**config.mk**
```make
export PLATFORM = sky130hd
export DESIGN_NAME = expression_lexer_top
export DESIGN_NICKNAME = d
export VERILOG_FILES = /design/src/rtl/core/exlex_pkg.sv /design/src/rtl/core/expression_lexer_top.sv /design/src/rtl/core/exlex_ram.sv /design/src/rtl/core/exlex_ident_buf.sv
export SDC_FILE = /design/constraint.sdc
export NUM_CORES = 1
export LEC_CHECK = 0
export BUFFER_PORTS_ARGS = -buffer_cell sky130_fd_sc_hd__buf_2
export CAP_MARGIN = 20
export CORE_MARGIN = 3
export CORE_UTILIZATION = 45
export DETAILED_ROUTE_END_ITERATION = 10
export SYNTH_ARGS = -nofsm -noshare
export SYNTH_HDL_FRONTEND = slang
export SYNTH_SLANG_ARGS = --single-unit
```
**constraint.sdc**
```tcl
create_clock -name clk -period 17.4 [get_ports clk]
set_clock_uncertainty 0.2 [all_clocks]
set_input_delay 2.61 -clock clk [delete_from_list [all_inputs] [get_ports clk]]
set_output_delay 2.61 -clock clk [all_outputs]
set_load 0.05 [all_outputs]
```
**src/rtl/core/exlex_pkg.sv**
```systemverilog
// Shared types, constants and byte classification for the expression lexer.
// Depends on nothing; every other file in rtl/core but exlex_ram imports it.
package exlex_pkg;

  // Identifier storage geometry.
  localparam int MaxIdentLen = 63;
  localparam int IdentLenW   = 6;
  localparam int ChunkBytes  = 8;
  localparam int ChunkW      = 64;
  localparam int IdentRows   = 8;
  localparam int RowW        = 3;

  // Token kinds.
  localparam logic [3:0] K_NUMBER  = 4'd0;
  localparam logic [3:0] K_IDENT   = 4'd1;
  localparam logic [3:0] K_PRINT   = 4'd2;
  localparam logic [3:0] K_PLUS    = 4'd3;
  localparam logic [3:0] K_MINUS   = 4'd4;
  localparam logic [3:0] K_STAR    = 4'd5;
  localparam logic [3:0] K_SLASH   = 4'd6;
  localparam logic [3:0] K_EQUAL   = 4'd7;
  localparam logic [3:0] K_LPAREN  = 4'd8;
  localparam logic [3:0] K_RPAREN  = 4'd9;
  localparam logic [3:0] K_NEWLINE = 4'd10;
  localparam logic [3:0] K_EOF     = 4'd11;
  localparam logic [3:0] K_BADCHAR = 4'd12;
  localparam logic [3:0] K_TOOLONG = 4'd13;

  // Scan modes.
  localparam logic [1:0] MODE_IDLE  = 2'd0;
  localparam logic [1:0] MODE_NUM   = 2'd1;
  localparam logic [1:0] MODE_IDENT = 2'd2;
  localparam logic [1:0] MODE_HALT  = 2'd3;

  // The keyword "print", first character in the low byte.
  localparam logic [39:0] KwPrint = 40'h74_6E_69_72_70;

  // What one byte does on its own, outside any run.
  typedef struct packed {
    logic       tok;
    logic [3:0] kind;
    logic       start_num;
    logic       start_ident;
    logic       halt;
  } lex_t;

  // Commands to the identifier buffer.
  typedef struct packed {
    logic            start;
    logic            append;
    logic [7:0]      data;
    logic [RowW-1:0] pos;
    logic [RowW-1:0] row;
    logic            rd_en;
    logic [RowW-1:0] rd_row;
  } ib_cmd_t;

  function automatic logic is_digit(input logic [7:0] b);
    return (b >= 8'h30) && (b <= 8'h39);
  endfunction

  function automatic logic is_alpha(input logic [7:0] b);
    return ((b >= 8'h61) && (b <= 8'h7A)) || ((b >= 8'h41) && (b <= 8'h5A));
  endfunction

  // Classify a byte that is lexed between tokens.
  function automatic lex_t lex_byte(input logic [7:0] b);
    lex_t l;
    l = '0;
    if (is_digit(b)) begin
      l.start_num = 1'b1;
    end else if (is_alpha(b)) begin
      l.start_ident = 1'b1;
    end else begin
      unique case (b)
        8'h20, 8'h09, 8'h0D: l.tok = 1'b0;
        8'h2B: begin l.tok = 1'b1; l.kind = K_PLUS;    end
        8'h2D: begin l.tok = 1'b1; l.kind = K_MINUS;   end
        8'h2A: begin l.tok = 1'b1; l.kind = K_STAR;    end
        8'h2F: begin l.tok = 1'b1; l.kind = K_SLASH;   end
        8'h3D: begin l.tok = 1'b1; l.kind = K_EQUAL;   end
        8'h28: begin l.tok = 1'b1; l.kind = K_LPAREN;  end
        8'h29: begin l.tok = 1'b1; l.kind = K_RPAREN;  end
        8'h0A: begin l.tok = 1'b1; l.kind = K_NEWLINE; end
        8'h00: begin l.tok = 1'b1; l.kind = K_EOF;     end
        default: begin
          l.tok  = 1'b1;
          l.kind = K_BADCHAR;
          l.halt = 1'b1;
        end
      endcase
    end
    return l;
  endfunction

endpackage

```
**src/rtl/core/expression_lexer_top.sv**
```systemverilog
// Expression lexer: one text byte per transfer in, tokens out through one output register.
// Tokens leave via the output register; full identifier chunks are read from the row RAM.
// Throughput: one byte per cycle while the output is free; a byte that closes a number or
// print keyword and has its own token holds the input for the tail state; one that closes
// another identifier holds it through the chunk states and tail, as does out_stall.
// Reset is synchronous, active low; it clears the control state, the RAM is not cleared.
module expression_lexer_top
  import exlex_pkg::*;
(
  input  logic               clk,
  input  logic               rst_n,
  input  logic               in_valid,
  output logic               in_stall,
  input  logic [7:0]         in_text_byte,
  output logic               out_valid,
  input  logic               out_stall,
  output logic [3:0]         out_token_kind,
  output logic signed [31:0] out_number_value,
  output logic [63:0]        out_text_chunk,
  output logic [3:0]         out_chunk_bytes,
  output logic               out_last_of_run
);

  localparam logic [1:0] ST_RUN   = 2'd0;
  localparam logic [1:0] ST_CHUNK = 2'd1;
  localparam logic [1:0] ST_TAIL  = 2'd2;

  logic [1:0]           st_r, st_nxt;
  logic [1:0]           mode_r, mode_nxt;
  logic [31:0]          acc_r, acc_nxt;
  logic [IdentLenW-1:0] len_r, len_nxt;
  logic                 skip_r, skip_nxt;
  logic [RowW-1:0]      ptr_r, ptr_nxt;
  logic [7:0]           pend_r, pend_nxt;

  logic                 out_valid_r, out_valid_nxt;
  logic [3:0]           kind_r, kind_nxt;
  logic [31:0]          value_r, value_nxt;
  logic [ChunkW-1:0]    chunk_r, chunk_nxt;
  logic [3:0]           cnt_r, cnt_nxt;
  logic                 last_r, last_nxt;

  logic                 out_free, in_xfer;
  lex_t                 lx, lp, ap_lex;
  logic [7:0]           ap_byte;
  logic                 do_apply;
  ib_cmd_t              cmd;
  logic [ChunkW-1:0]    part_chunk, row_data;
  logic [RowW-1:0]      full_rows, last_idx;
  logic                 is_print, from_ram;

  assign out_free = !out_valid_r || !out_stall;
  assign in_stall = !((st_r == ST_RUN) && out_free);
  assign in_xfer  = in_valid && !in_stall;

  assign lx = lex_byte(in_text_byte);
  assign lp = lex_byte(pend_r);

  // Chunk geometry of the identifier that is being sent.
  assign full_rows = len_r[IdentLenW-1:RowW];
  assign last_idx  = (len_r[RowW-1:0] != '0) ? full_rows : full_rows - RowW'(1);
  assign from_ram  = ptr_r < full_rows;
  assign is_print  = (len_r == IdentLenW'(5)) && (part_chunk[39:0] == KwPrint);

  // Main lexing and emission logic.
  always_comb begin
    st_nxt    = st_r;
    mode_nxt  = mode_r;
    acc_nxt   = acc_r;
    len_nxt   = len_r;
    skip_nxt  = skip_r;
    ptr_nxt   = ptr_r;
    pend_nxt  = pend_r;
    cmd       = '0;
    do_apply  = 1'b0;
    ap_lex    = lx;
    ap_byte   = in_text_byte;

    out_valid_nxt = out_valid_r && out_stall;
    kind_nxt      = kind_r;
    value_nxt     = value_r;
    chunk_nxt     = chunk_r;
    cnt_nxt       = cnt_r;
    last_nxt      = last_r;

    cmd.data = in_text_byte;
    cmd.pos  = len_r[RowW-1:0];
    cmd.row  = len_r[IdentLenW-1:RowW];

    unique case (st_r)
      ST_RUN: begin
        if (in_xfer) begin
          unique case (mode_r)
            MODE_HALT: begin
              mode_nxt = MODE_HALT;
            end
            MODE_NUM: begin
              if (is_digit(in_text_byte)) begin
                acc_nxt = (acc_r << 3) + (acc_r << 1) + {28'd0, in_text_byte[3:0]};
              end else begin
                out_valid_nxt = 1'b1;
                kind_nxt  = K_NUMBER;
                value_nxt = acc_r;
                chunk_nxt = '0;
                cnt_nxt   = '0;
                last_nxt  = !lx.tok;
                acc_nxt   = '0;
                if (lx.tok) begin
                  pend_nxt = in_text_byte;
                  st_nxt   = ST_TAIL;
                end else begin
                  do_apply = 1'b1;
                end
              end
            end
            MODE_IDENT: begin
              if (is_digit(in_text_byte) || is_alpha(in_text_byte)) begin
                if (!skip_r) begin
                  if (len_r < IdentLenW'(MaxIdentLen)) begin
                    cmd.append = 1'b1;
                    len_nxt    = len_r + IdentLenW'(1);
                  end else begin
                    out_valid_nxt = 1'b1;
                    kind_nxt  = K_TOOLONG;
                    value_nxt = '0;
                    chunk_nxt = '0;
                    cnt_nxt   = '0;
                    last_nxt  = 1'b1;
                    skip_nxt  = 1'b1;
                    len_nxt   = '0;
                  end
                end
              end else if (skip_r) begin
                do_apply = 1'b1;
              end else if (is_print) begin
                out_valid_nxt = 1'b1;
                kind_nxt  = K_PRINT;
                value_nxt = '0;
                chunk_nxt = '0;
                cnt_nxt   = '0;
                last_nxt  = !lx.tok;
                len_nxt   = '0;
                if (lx.tok) begin
                  pend_nxt = in_text_byte;
                  st_nxt   = ST_TAIL;
                end else begin
                  do_apply = 1'b1;
                end
              end else begin
                // Start reading the first stored row for the chunk sequence.
                pend_nxt   = in_text_byte;
                ptr_nxt    = '0;
                cmd.rd_en  = 1'b1;
                cmd.rd_row = '0;
                st_nxt     = ST_CHUNK;
              end
            end
            default: begin
              do_apply = 1'b1;
            end
          endcase
        end
      end
      ST_CHUNK: begin
        if (out_free) begin
          out_valid_nxt = 1'b1;
          kind_nxt  = K_IDENT;
          value_nxt = '0;
          chunk_nxt = from_ram ? row_data : part_chunk;
          cnt_nxt   = from_ram ? 4'(ChunkBytes) : {1'b0, len_r[RowW-1:0]};
          if (ptr_r == last_idx) begin
            last_nxt = !lp.tok;
            st_nxt   = ST_TAIL;
          end else begin
            last_nxt   = 1'b0;
            ptr_nxt    = ptr_r + RowW'(1);
            cmd.rd_en  = 1'b1;
            cmd.rd_row = ptr_r + RowW'(1);
          end
        end
      end
      default: begin
        // Lex the byte that ended the run.
        ap_lex  = lp;
        ap_byte = pend_r;
        if (!lp.tok || out_free) begin
          do_apply = 1'b1;
          st_nxt   = ST_RUN;
        end
      end
    endcase

    // A byte lexed between tokens: its own token and the run it may start.
    if (do_apply) begin
      skip_nxt = 1'b0;
      acc_nxt  = ap_lex.start_num ? {28'd0, ap_byte[3:0]} : '0;
      len_nxt  = ap_lex.start_ident ? IdentLenW'(1) : '0;
      if (ap_lex.halt) begin
        mode_nxt = MODE_HALT;
      end else if (ap_lex.start_num) begin
        mode_nxt = MODE_NUM;
      end else if (ap_lex.start_ident) begin
        mode_nxt = MODE_IDENT;
      end else begin
        mode_nxt = MODE_IDLE;
      end
      cmd.start = ap_lex.start_ident;
      cmd.data  = ap_byte;
      if (ap_lex.tok) begin
        out_valid_nxt = 1'b1;
        kind_nxt  = ap_lex.kind;
        value_nxt = ap_lex.halt ? {24'd0, ap_byte} : '0;
        chunk_nxt = '0;
        cnt_nxt   = '0;
        last_nxt  = 1'b1;
      end
    end
  end

  // Control registers.
  always_ff @(posedge clk) begin
    if (!rst_n) begin
      st_r        <= ST_RUN;
      mode_r      <= MODE_IDLE;
      acc_r       <= '0;
      len_r       <= '0;
      skip_r      <= 1'b0;
      ptr_r       <= '0;
      out_valid_r <= 1'b0;
    end else begin
      st_r        <= st_nxt;
      mode_r      <= mode_nxt;
      acc_r       <= acc_nxt;
      len_r       <= len_nxt;
      skip_r      <= skip_nxt;
      ptr_r       <= ptr_nxt;
      out_valid_r <= out_valid_nxt;
    end
  end

  // Payload registers.
  always_ff @(posedge clk) begin
    pend_r  <= pend_nxt;
    kind_r  <= kind_nxt;
    value_r <= value_nxt;
    chunk_r <= chunk_nxt;
    cnt_r   <= cnt_nxt;
    last_r  <= last_nxt;
  end

  exlex_ident_buf u_ident_buf (
    .clk       (clk),
    .cmd       (cmd),
    .part_chunk(part_chunk),
    .row_data  (row_data)
  );

  assign out_valid        = out_valid_r;
  assign out_token_kind   = kind_r;
  assign out_number_value = value_r;
  assign out_text_chunk   = chunk_r;
  assign out_chunk_bytes  = cnt_r;
  assign out_last_of_run  = last_r;

  // Identifier length never passes the storage limit.
  a_len_bound: assert property (@(posedge clk) disable iff (!rst_n)
    len_r <= IdentLenW'(MaxIdentLen))
    else $error("identifier length beyond limit");

  // Identifier chunks carry one to eight bytes; other tokens carry none.
  a_chunk_cnt: assert property (@(posedge clk) disable iff (!rst_n)
    out_valid && (out_token_kind == K_IDENT) |-> (out_chunk_bytes != 4'd0) &&
    (out_chunk_bytes <= 4'(ChunkBytes)))
    else $error("bad identifier chunk byte count");

  a_chunk_none: assert property (@(posedge clk) disable iff (!rst_n)
    out_valid && (out_token_kind != K_IDENT) |-> (out_chunk_bytes == 4'd0))
    else $error("non-identifier token with chunk bytes");

  // Once halted, a transfer leaves the lexer halted and loads no token.
  a_halt_sticky: assert property (@(posedge clk) disable iff (!rst_n)
    in_xfer && (mode_r == MODE_HALT) |=> (mode_r == MODE_HALT) && (st_r == ST_RUN) &&
    !(out_valid && !$past(out_valid && out_stall)))
    else $error("halted lexer produced a token");

  // The chunk sequence never starts without a stored identifier.
  a_chunk_len: assert property (@(posedge clk) disable iff (!rst_n)
    (st_r == ST_CHUNK) |-> (len_r != '0) && (ptr_r <= last_idx))
    else $error("chunk pointer out of range");

endmodule

```
**src/rtl/core/exlex_ram.sv**
```systemverilog
// Generic single-write, single-read synchronous RAM with registered read data.
// Depends on nothing.
module exlex_ram #(
  parameter int Width = 8,
  parameter int Depth = 8
) (
  input  logic                     clk,
  input  logic                     we,
  input  logic [$clog2(Depth)-1:0] waddr,
  input  logic [Width-1:0]         wdata,
  input  logic                     re,
  input  logic [$clog2(Depth)-1:0] raddr,
  output logic [Width-1:0]         rdata
);

  logic [Width-1:0] mem [Depth];

  // Write port and registered read port.
  always_ff @(posedge clk) begin
    if (we) begin
      mem[waddr] <= wdata;
    end
    if (re) begin
      rdata <= mem[raddr];
    end
  end

endmodule

```
**src/rtl/core/exlex_ident_buf.sv**
```systemverilog
// Identifier buffer: assembles bytes into 8-byte rows and stores full rows in a RAM.
// Depends on exlex_pkg and exlex_ram.
module exlex_ident_buf
  import exlex_pkg::*;
(
  input  logic              clk,
  input  ib_cmd_t           cmd,
  output logic [ChunkW-1:0] part_chunk,
  output logic [ChunkW-1:0] row_data
);

  logic [ChunkW-1:0] asm_r, asm_nxt;
  logic [ChunkW-1:0] merged;
  logic              row_we;

  // Insert the new byte into the partial row; a full row goes to the RAM.
  always_comb begin
    merged = asm_r;
    merged[{cmd.pos, 3'b000} +: 8] = cmd.data;
    row_we  = cmd.append && (cmd.pos == RowW'(ChunkBytes - 1));
    asm_nxt = asm_r;
    if (cmd.start) begin
      asm_nxt = {{(ChunkW - 8){1'b0}}, cmd.data};
    end else if (cmd.append) begin
      asm_nxt = row_we ? '0 : merged;
    end
  end

  always_ff @(posedge clk) begin
    asm_r <= asm_nxt;
  end

  assign part_chunk = asm_r;

  exlex_ram #(
    .Width(ChunkW),
    .Depth(IdentRows)
  ) u_rows (
    .clk  (clk),
    .we   (row_we),
    .waddr(cmd.row),
    .wdata(merged),
    .re   (cmd.rd_en),
    .raddr(cmd.rd_row),
    .rdata(row_data)
  );

endmodule

```
; ---- After elaboration in Yosys (flattened, before gate mapping)
; Memory sizes are Yosys's and may differ from the RTL's. A register that Yosys moved wholly into a read port is not among the register bits.
; Index checks and enable logic that the tools add are counted.
[op_classes]
reduce_logical = 48
n_mux = 178
magnitude_cmp = 14
n_bitwise = 1
eq_ne = 46
addsub = 6
n_shift = 2
[ops]
columns = op, n
row1 = 64-bit 2-to-1 mux, 12
row2 = 32-bit 2-to-1 mux, 15
row3 = 64-bit case mux with 2 select lines, 2
row4 = "8-bit by 6-bit == test with 1-bit output, second input constant", 16
row5 = 32-bit case mux with 2 select lines, 2
row6 = 4-bit 2-to-1 mux, 29
row7 = 8-bit 2-to-1 mux, 11
row8 = 4-bit case mux with 10 select lines, 2
row9 = 64-bit bitwise mux, 1
row10 = "8-bit by 8-bit variable shift with 64-bit output, first input constant", 1
row11 = 8-bit by 8-bit indexed part select with 64-bit output, 1
row12 = 6-bit 2-to-1 mux, 9
row13 = 1-bit 2-to-1 mux, 50
row14 = "8-bit by 4-bit == test with 1-bit output, second input constant", 6
row15 = "40-bit by 39-bit == test with 1-bit output, second input constant", 1
row16 = 4-bit case mux with 2 select lines, 5
row17 = 2-bit 2-to-1 mux, 18
row18 = 32-bit adder, 1
row19 = 32-bit by 4-bit adder with 32-bit output, 1
row20 = "8-bit by 7-bit greater-or-equal comparator with 1-bit output, second input constant", 4
row21 = "8-bit by 7-bit less-or-equal comparator with 1-bit output, second input constant", 4
row22 = 3-bit 2-to-1 mux, 8
row23 = 12-bit OR reduction, 2
row24 = 5-bit 2-to-1 mux, 4
row25 = 37 further kinds, 90
[totals]
register_bits = 224
output_inout_bits = 107
ram_bits = 512
inputBits = 12
n_memories = 1
elab_cells = 311
[mem_list]
columns = memory, words, word_bits, rd, rd_ports_with_merged_regs, write_ports, line_no
row1 = u_ident_buf.u_rows.mem, 8, 64, 1, 1, 1, exlex_ram.sv:16  ; logic [Width-1:0] mem [Depth];

; ---- Logic depth before layout (Yosys ltp)
; Gate-level depths: netlist of the first run.
[depth]
word_depth = 18
ltp_mapped = 14

; ---- Modules after synthesis
; From an unflattened synthesis of the first run, not the netlist that was laid out.
[hier_totals]
hier_cells = 2376
hier_area_um2 = 33972.6
[by_module_without_submodules]
columns = mod, cells_each, n_inst, area_each_um2
row1 = exlex_ram, 816, 1, 21187.8
row2 = expression_lexer_top, 1239, 1, 9669.3
row3 = exlex_ident_buf, 321, 1, 3115.5

; ---- Worst setup path before layout of the first run
; OpenSTA, ideal clock, no wires.
[synth_timing]
path_kind = input to register
start = input port in_text_byte[1]
end = memory u_ident_buf.u_rows.mem[1][0] (netlist name) (enable)
t_arrival_ns = 8.346
stages = 8
setup_ns = 0.565
path_slack_ns = 8.289
required_ns = 16.635
path_buffers = 1
cell_sequence = clkbuf_1 o21ai_0 nand4b_1 a21oi_1 nand2_1 nor2_1 nand3_1 nor3_1
[synth_between]
elab_chain_cells = 11
elab_cells_between_ends = 18
cone_classes = 6 x order compare / 6 x mux / 6 x reduce/logical
[synth_lines]
columns = element, line_no
row1 = "start, declared", expression_lexer_top.sv:14  ; input logic [7:0] in_text_byte,
row2 = 8-bit by 7-bit greater-or-equal comparator with 1-bit output or 8-bit by 7-bit less-or-equal comparator with 1-bit output (tied branches), exlex_pkg.sv:63  ; return ((b >= 8'h61) && (b <= 8'h7A)) || ((b >= 8'h41) && (b <= 8'h5A));
row3 = 1-bit logical AND, exlex_pkg.sv:63
row4 = 1-bit logical OR, exlex_pkg.sv:63
row5 = 1-bit logical OR (*), expression_lexer_top.sv:117  ; if (is_digit(in_text_byte) || is_alpha(in_text_byte)) begin
row6 = 1-bit 2-to-1 mux (*), expression_lexer_top.sv:117
row7 = 1-bit 2-to-1 mux (*), expression_lexer_top.sv:93  ; unique case (mode_r)
row8 = 1-bit 2-to-1 mux (*), expression_lexer_top.sv:92  ; if (in_xfer) begin
row9 = 1-bit 2-to-1 mux (*), expression_lexer_top.sv:90  ; unique case (st_r)
row10 = 1-bit logical AND (*), exlex_ident_buf.sv:20  ; row_we = cmd.append && (cmd.pos == RowW'(ChunkBytes - 1));
row11 = 1-bit 2-to-1 mux (*), exlex_ram.sv:20  ; if (we) begin
row12 = 1-bit 2-to-1 mux (not written as such) (*), exlex_ram.sv:21  ; mem[waddr] <= wdata;
row13 = "end, declared", exlex_ram.sv:16
; Every way passes the cells marked *; elsewhere a longest branch is shown, timed or not.

; ---- Final worst setup path of the first run
[layout_timing]
start = input port in_text_byte[1]
end = register u_ident_buf.asm_r[2] (netlist: u_ident_buf.part_chunk[2]) (enable)
[layout_between]
elab_chain_cells = 14
elab_cells_between_ends = 35
cone_classes = 6 x order compare / 3 x eq/ne / 19 x mux / 7 x reduce/logical
[layout_lines]
columns = element, line_no
row1 = 8-bit by 7-bit greater-or-equal comparator with 1-bit output (tied with other cells), exlex_pkg.sv:63
row2 = 1-bit logical AND or 3-bit OR reduction (tied branches), -
row3 = 1-bit logical OR or 1-bit 2-to-1 mux (tied branches), "exlex_pkg.sv:63, exlex_pkg.sv:75"
row4 = 5-bit 2-to-1 mux, exlex_pkg.sv:72  ; end else if (is_alpha(b)) begin
row5 = 5-bit 2-to-1 mux, exlex_pkg.sv:70  ; if (is_digit(b)) begin
row6 = 1-bit 2-to-1 mux, "expression_lexer_top.sv:108, expression_lexer_top.sv:143"
row7 = 1-bit 2-to-1 mux, expression_lexer_top.sv:135  ; end else if (is_print) begin
row8 = 1-bit 2-to-1 mux, expression_lexer_top.sv:133  ; end else if (skip_r) begin
row9 = 1-bit 2-to-1 mux, expression_lexer_top.sv:117
row10 = 1-bit case mux with 3 select lines, expression_lexer_top.sv:93
row11 = 1-bit 2-to-1 mux, expression_lexer_top.sv:92
row12 = 1-bit case mux with 2 select lines, expression_lexer_top.sv:90
row13 = 1-bit 2-to-1 mux, expression_lexer_top.sv:194  ; if (do_apply) begin
row14 = 2-bit nonzero test (no line) (*), -
row15 = "end signal, assigned", exlex_ident_buf.sv:30  ; asm_r <= asm_nxt;
row16 = "end, declared", exlex_ident_buf.sv:12  ; logic [ChunkW-1:0] asm_r, asm_nxt;
; Marked as above.
; A chain may end at the register's enable or synchronous reset.

==> qor.tcl, run 1 <==
set qor(run_status) {finished, final reports clean}
set qor(worst_slew_margin_rel) 0.244
set qor(tightestPinTransition_ps) 1130
set qor(insertion_delay_ps) 640
set qor(static-leakage-power_nw) 13.7
set qor(worst-r2r-setup-slack_ps) 11980
set qor(number_of_clock_buffers_inserted_by_tritoncts) 86
set qor(clock_tree.root_cell) {clkbuf_16}
set qor(clk_pin_slew_ps) 60
set qor(layout-drive-gt1-share) 0.157
set qor(grt_pass1_vias) 22600
set qor(filler_cell_count) 6558
set qor(post-cts-setup-buffers) 0
set qor(die_footprint_sq_um) 80500
set qor(timing.rr.end) {u_ident_buf.part_chunk[2]$_DFFE_PP_}
set qor(cts_buffer_depth) 3
set qor(wl_per_cell_um) 23.1
set qor(ioPinCount) 119
set qor(final_period_minus_worst_setup_slack_ps) 6880
set qor(p_int_mw) 3.36
set qor(min_from) {acc_r[31]$_SDFFE_PN0P_}
set qor(postSynthCellCount) 2785
set qor(worst_setup_path_start_kind) {input pin}
set qor(drc) 0
set qor(power.share.switching) 0.286
set qor(timing.critical_path.required_ps) 17500
set qor(post_synth_num_cell_types) 77
set qor(synth.largest_area_cell) {edfxtp_1}
set qor(syn_avg_cell_area_sq_um) 12.5
set qor(critical_path_capture_point_type) {flop}
set qor(initial_utilization) 0.455
set qor(drt-vias-per-instance) 5.80
set qor(worst_ir_drop_vdd_v) 0.000129
set qor(fp.dieH_um) 284
set qor(syn_nets) 2871
set qor(grt_pass1_wl_um) 139000
set qor(hold_class) {reg -> reg}
set qor(vias_after_detailed_routing) 23000
set qor(switchingPower_mw) 1.35
set qor(fin_crit_sh) 0.395
set qor(largest_net_degree_at_the_start_of_global_routing) 96
set qor(pwr_density_cell_nw_per_um2) 120
set qor(setup_viol) 0
set qor(r2r_start) {pend_r[0]$_DFFE_PP_}
set qor(clock_power_share) 0.378
set qor(total_power_mw) 4.71
set qor(arrival_worst_endpoint_ps) 6980
set qor(grt_setup_unrepaired) {false}
set qor(synthDominantCellAreaShare) 0.512
set qor(report.final.slew_viol_count) 0
set qor(sum_of_negative_setup_slack_ps) 0
set qor(routed_wire_length_um) 91500
set qor(worst-setup-path-type) {in -> reg}
set qor(ys_top_cells_by_count) {592 x edfxtp_1, 348 x nand2_1, 248 x a21oi_1}
set qor(post-dp-hpwl_um) 52100
set qor(tritoncts) {done}
set qor(synth_top_cells_by_area) {edfxtp_1 51%, dfxtp_1 12%, mux4_2 4.2%}
set qor(detail_route.first_pass.iterations) 7
set qor(cts_resized) 0
set qor(antenna_found_initial) 5
set qor(synth.yosys.seq_area_share) 0.632
set qor(first_iter_violations) 2350
set qor(gp_routability_congestion) 0.899
set qor(synth.most_common_cell) {edfxtp_1}
set qor(holdPathStages) 2
set qor(yosys_warnings) 0
set qor(cp_max_fanout) 72
set qor(cts_max_level) 3
set qor(synth_edf_count) 592
set qor(detail-route-antenna-nets) 0
set qor(global_route.usage.total) 0.224
set qor(die_w_um) 284
set qor(fp.coreArea_sq_um) 76200
set qor(async_flop_share) 0
set qor(finalHoldViolations) 0
set qor(power_share_of_the_combinational_group) 0.156
set qor(mappedNetlistArea_sq_um) 34700
set qor(number_of_clock_sinks) 800
set qor(hold_buffers) 0
set qor(grt_residual_overflow) 0
set qor(area_growth_pct) 12.7
set qor(fin_nets) 2943
set qor(synth_top_flop_cell) {edfxtp_1}
set qor(row_count) 101
set qor(maxCapViolations) 0
set qor(diodes) 0
set qor(fmax_mhz) 145
set qor(buffer_ports.inserted) 118
set qor(worst_hold_path.endpoint) {out_number_value[31]$_DFF_P_}
set qor(postSynthRegisterBits) 800
set qor(power_frac_seq) 0.466
set qor(reg2regPathDepth) 10
==> cell usage in the layout, fill, tap and decap left out, drive strengths merged, types with 33 or more instances in the layout <==
cell,instances
nand3,38
nor2,207
clkbuf,120
inv,35
mux4,64
nand2,348
clkinv,33
mux2,75
a22oi,42
buf,161
a21oi,248
dfxtp,208
ha,72
a32o,59
o21ai,190
nand2b,71
mux2i,78
edfxtp,592
==> cell families (layout without fill, tap and decap cells) <==
group / after synthesis / count (layout) / synth area share
AO/OA/AOI/OAI: 656 / 656 / 0.117
XOR/XNOR: 26 / 26 / 0.00656
adder cells (fa/ha/maj): 74 / 74 / 0.0271
buffers and inverters: 210 / 355 / 0.0245
flip-flops: 800 / 800 / 0.632
multiplexers: 217 / 217 / 0.0884
AND/OR/NAND/NOR: 802 / 802 / 0.105
==> power groups by stage <==
stage	registers [mW]	logic, mW	clock network, mW
4_1_cts	2.20	0.725	1.82
3_3_place_gp	2.23	0.708	0
5_1_grt	2.20	0.793	1.89
6_report	2.20	0.734	1.78
2_1_floorplan	2.29	0.429	0
3_5_place_dp	2.24	0.722	0
==> worst max path at each step <==
| stage | end | cells after the start | slack (ps) | start |
|---|---|---|---|---|
| 6_report | u_ident_buf.part_chunk[2]$_DFFE_PP_ | 11 | 10520 | in_text_byte[1] |
| 5_1_grt | u_ident_buf.part_chunk[1]$_DFFE_PP_ | 11 | 10380 | in_text_byte[1] |
| 4_1_cts | u_ident_buf.part_chunk[2]$_DFFE_PP_ | 11 | 10650 | in_text_byte[1] |
| 3_5_place_dp | u_ident_buf.part_chunk[3]$_DFFE_PP_ | 11 | 9990 | in_text_byte[1] |
| 3_3_place_gp | u_ident_buf.part_chunk[1]$_DFFE_PP_ | 11 | 10140 | in_text_byte[1] |
| 2_1_floorplan | u_ident_buf.u_rows.mem[1][0]$_DFFE_PP_ | 8 | 8290 | in_text_byte[1] |
==> per-layer routing <==
| metal | vias to the layer above | global-route usage | wire length, um |
|---|---|---|---|
| li1 | 10500 | - | - |
| met2 | 811 | 0.365 | 43300 |
| met5 | - | 0 | 11 |
| met3 | 148 | 0.0334 | 5920 |
| met1 | 11500 | 0.311 | 39900 |
| met4 | 2 | 0.0695 | 2410 |
==> critical path: stages <==
cell and delay (ps):
buf_2 210, or4_1 590, o221ai_2 270, o21ai_0 190, a311o_1 420, o221ai_2 160, buf_4 290, or2_2 160
buf_4 750, and2_4 910, inv_1 390
==> stage by stage <==
| step | area [sq um] | hold WS (ps) | worst slack (ps) | instances | util |
|---|---|---|---|---|---|
| 6_report | 39100 | 279 | 10520 | 3960 | 0.513 |
| 5_1_grt | 39100 | 296 | 10380 | 3960 | 0.513 |
| 4_1_cts | 39100 | 278 | 10650 | 3956 | 0.513 |
| 3_5_place_dp | 36300 | 273 | 9990 | 3795 | 0.477 |
| 3_3_place_gp | 36300 | 263 | 10140 | 3795 | 0.477 |
| 2_1_floorplan | 34700 | 242 | 8290 | 2785 | - |
==> layout make-up <==
cell class,count,area [sq um],share of cell area
Clock buffer,120,2330,0.0596
Clock inverter,41,410,0.0105
Tap cell,1030,1290,0.0329
Inverter,33,125,0.00320
Timing Repair Buffer,161,926,0.0237
Multi-Input combinational cell,1775,12100,0.309
Sequential cell,800,21900,0.561
==> sequential cells by signal (all words and copies together), names as in the netlist <==
signal,cells
pend_r,8
st_r,2
u_ident_buf.u_rows.mem,512
u_ident_buf.u_rows.rdata,64
ptr_r,3
out_valid,1
mode_r,2
skip_r,1
acc_r,32
out_token_kind,4
out_text_chunk,64
u_ident_buf.part_chunk,64
out_chunk_bytes,4
out_number_value,32
out_last_of_run,1
len_r,6
No activity file was read; power rests on OpenSTA's default activity.
==> run 2: changes to the inputs <==
ABC_AREA = 1   (was default)
clock period = 5.74 ns   (was 17.4 ns; I/O delays follow)
==> run 2 against run 1 <==
  * Combinational power grew to 5.4 times the previous value
  * First-iteration DRC count grew 7.3%
  * Count of clock-buffer cells in the layout shrank 6
  * Routed wire length grew 18%
  * Flip-flop and latch count is the same
==> qor.tcl, run 2 <==
set qor(run_status) {finished, final reports clean} ;# unchanged
set qor(hold_buffers) 0 ;# unchanged
set qor(diodes) 0 ;# unchanged
set qor(cts_resized) 0 ;# unchanged
set qor(routedLengthMet1_um) 47000 ;# was 39900 um
set qor(fin_crit_sh) 0.759
set qor(grt_residual_overflow) 0 ;# unchanged
set qor(sum_of_negative_setup_slack_ps) 0 ;# unchanged
set qor(drt-vias-per-instance) 5.44 ;# was 5.80
set qor(wl_per_cell_um) 20.4 ;# was 23.1 um
set qor(worst-setup-path-type) {reg -> reg} ;# was in -> reg
set qor(fp.coreArea_sq_um) 82900 ;# was 76200 sq um
set qor(detailroute.wirelength.met2_um) 49900 ;# was 43300 um
set qor(cts_buffer_depth) 3 ;# unchanged
set qor(registers.top_by_ff_count) {u_ident_buf.u_rows.mem} ;# unchanged
set qor(finalHoldViolations) 0 ;# unchanged
set qor(hold_class) {reg -> reg} ;# unchanged
set qor(clock_tree.root_cell) {clkbuf_16} ;# unchanged
set qor(largest_register_ffs) 512 ;# unchanged
set qor(synth_edf_count) 592 ;# unchanged
set qor(setup_viol) 0 ;# unchanged
set qor(fin_nets) 4206 ;# was 2943
set qor(filler_cell_count) 7573 ;# was 6558
set qor(static-leakage-power_nw) 16.9 ;# was 13.7 nW
set qor(syn_avg_cell_area_sq_um) 9.37 ;# was 12.5 sq um
set qor(final_design_area_no_fill_sq_um) 42600 ;# was 39100 sq um
set qor(synth_top_flop_cell) {edfxtp_1} ;# unchanged
set qor(layout_commonest_cell) {nand2_1} ;# was edfxtp_1
set qor(die_footprint_sq_um) 87900 ;# was 80500 sq um
set qor(critical_path_capture_point_type) {flop} ;# unchanged
set qor(post-dp-hpwl_um) 64300 ;# was 52100 um
set qor(worst_setup_path_start_kind) {flop} ;# was input pin
set qor(detail-route-antenna-nets) 0 ;# unchanged
set qor(drc) 0 ;# unchanged
set qor(largest_net_degree_at_the_start_of_global_routing) 170 ;# was 96
set qor(vias_after_detailed_routing) 28900 ;# was 23000
set qor(grt_pass1_vias) 27300 ;# was 22600
set qor(initial_utilization) 0.458 ;# was 0.455
set qor(area.sequential_sq_um) 21900 ;# about the same
set qor(postSynthRegisterBits) 800 ;# unchanged
set qor(die_w_um) 297 ;# was 284 um
set qor(final_period_minus_worst_setup_slack_ps) 4360
set qor(layout-drive-gt1-share) 0.0899 ;# was 0.157
set qor(async_flop_share) 0 ;# unchanged
set qor(placedInstanceArea_sq_um) 39800 ;# was 36300 sq um
set qor(routed_wire_length_um) 108000 ;# was 91500 um
set qor(synth.most_common_cell) {nand2_1} ;# was edfxtp_1
set qor(worst_ir_drop_vdd_v) 0.000299 ;# was 0.000129 V
set qor(grt_pass1_wl_um) 165000 ;# was 139000 um
set qor(post_synth_num_cell_types) 48 ;# was 77
set qor(detail_route.first_pass.iterations) 6 ;# was 7
set qor(worst_slew_margin_rel) 0.269 ;# was 0.244
set qor(gp_routability_congestion) 0.953 ;# was 0.899
set qor(report.final.slew_viol_count) 0 ;# unchanged
set qor(antenna_found_initial) 1 ;# was 5
set qor(timing.critical_path.required_ps) 5920 ;# was 17500 ps
set qor(fp.dieH_um) 297 ;# was 284 um
set qor(synth.yosys.seq_area_share) 0.578 ;# was 0.632
set qor(tightestPinTransition_ps) 1100 ;# was 1130 ps
set qor(final_cell_mix) {1101 x nand2_1, 592 x edfxtp_1, 518 x inv_1, 291 x nand3_1, 261 x o211ai_1} ;# was 592 x edfxtp_1, 346 x nand2_1, 245 x a21oi_1, 207 x dfxtp_1, 198 x nor2_1
set qor(cp_max_fanout) 130 ;# was 72
set qor(detailroute.wirelength.met3_um) 7390 ;# was 5920 um
set qor(global_route.usage.total) 0.246 ;# was 0.224
set qor(maxCapViolations) 0 ;# unchanged
set qor(arrival_worst_endpoint_ps) 4540 ;# was 6980 ps
set qor(cts_max_level) 3 ;# unchanged
set qor(tritoncts) {done} ;# unchanged
set qor(number_of_clock_sinks) 800 ;# unchanged
set qor(top_layer) {met5} ;# unchanged
set qor(total_area_of_multi_input_combinational_cells_sq_um) 13200 ;# was 12100 sq um
set qor(row_count) 105 ;# was 101
set qor(post-cts-setup-buffers) 0 ;# unchanged
set qor(ioPinCount) 119 ;# unchanged
set qor(clk_pin_slew_ps) 70 ;# was 60 ps
set qor(fmax_mhz) 230
set qor(syn_nets) 4142 ;# was 2871
set qor(synthDominantCellAreaShare) 0.468 ;# was 0.512
set qor(grt_setup_unrepaired) {false} ;# unchanged
set qor(postSynthCellCount) 4056 ;# was 2785
set qor(yosys_warnings) 0 ;# unchanged
set qor(mappedNetlistArea_sq_um) 38000 ;# was 34700 sq um
set qor(buffer_ports.inserted) 118 ;# unchanged
set qor(number_of_clock_buffers_inserted_by_tritoncts) 86 ;# unchanged
set qor(synth.largest_area_cell) {edfxtp_1} ;# unchanged
set qor(area_growth_pct) 12.1 ;# was 12.7%
set qor(insertion_delay_ps) 630 ;# was 640 ps
set qor(ys_top_cells_by_count) {1103 x nand2_1, 592 x edfxtp_1, 521 x inv_1} ;# was 592 x edfxtp_1, 348 x nand2_1, 248 x a21oi_1
set qor(synth_top_cells_by_area) {edfxtp_1 47%, dfxtp_1 11%, nand2_1 11%} ;# was edfxtp_1 51%, dfxtp_1 12%, mux4_2 4.2%
set qor(first_iter_violations) 2521 ;# was 2350
set qor(pwr_density_cell_nw_per_um2) 386 ;# was 120 nW/um^2
[run 2: worst paths after layout]
path / from / end / slack (ps) / cells past startpoint
max: len_r[0]$_SDFFE_PN0P_ / u_ident_buf.u_rows.rdata[41]$_DFFE_PP_ / 1380 / 13
min reg2reg: u_ident_buf.part_chunk[52]$_SDFFE_PP0P_ / u_ident_buf.part_chunk[52]$_SDFFE_PP0P_ / 270 / 2
max reg2reg: len_r[0]$_SDFFE_PN0P_ / u_ident_buf.u_rows.rdata[41]$_DFFE_PP_ / 1380 / 13
min: u_ident_buf.part_chunk[52]$_SDFFE_PP0P_ / u_ident_buf.part_chunk[52]$_SDFFE_PP0P_ / 270 / 2
[run 2: kinds of logic (layout without fill, tap and decap cells)]
family,count (synthesis),in the layout,synth area share
AND/OR/NAND/NOR,1715,1715,0.192
flip-flops,800,800,0.578
buffers and inverters,732,869,0.0782
AO/OA/AOI/OAI,714,714,0.123
adder cells (fa/ha/maj),74,74,0.0248
XOR/XNOR,21,21,0.00484
[run 2: metrics by stage]
| stage | utilization | worst slack, ps | hold WS (ps) | total power [mW] | cells |
|---|---|---|---|---|---|
| 6_report | 0.514 | 1380 | 271 | 16.4 | 5316 |
| 5_1_grt | 0.514 | 1180 | 286 | 17.1 | 5316 |
| 4_1_cts | 0.514 | 1480 | 271 | 16.5 | 5315 |
| 3_5_place_dp | 0.480 | 1490 | 261 | 11.0 | 5154 |
| 3_3_place_gp | 0.480 | 1550 | 255 | 10.9 | 5154 |
| 2_1_floorplan | - | -1450 | 243 | 9.71 | 4056 |
[run 2: routing by layer]
metal  vias to the layer above  global-route usage
met5                         -                   0
met4                         2              0.0875
met3                       218              0.0396
met2                       930               0.402
met1                     13800               0.333
li1                      14000                   -
[run 2: where the power goes]
group	switching (mW)	internal [mW]	total (mW)	leakage, nW
combinational	3.06	0.880	3.94	8.80
sequential	0.258	6.69	6.95	6.70
clock	2.31	3.24	5.55	1.38
[run 2: layout make-up]
cell class,count,area share
multi-input cells,2524,0.310
well taps,1123,0.0330
clock buffers,114,0.0559
inverters,531,0.0469
repair buffers,177,0.0295
clock inverters,47,0.0101
flip-flops and latches,800,0.515
[run 2: critical path: stages (launching register included)]
cell      delay, ps
dfxtp_1         510
inv_1           180
ha_1            240
ha_1            300
o21ai_0         240
xor2_1          160
nand3_1         240
nand3_4         130
buf_12          580
inv_4           420
buf_4           360
o211ai_1        140
nand2_1          70
o21a_1          180
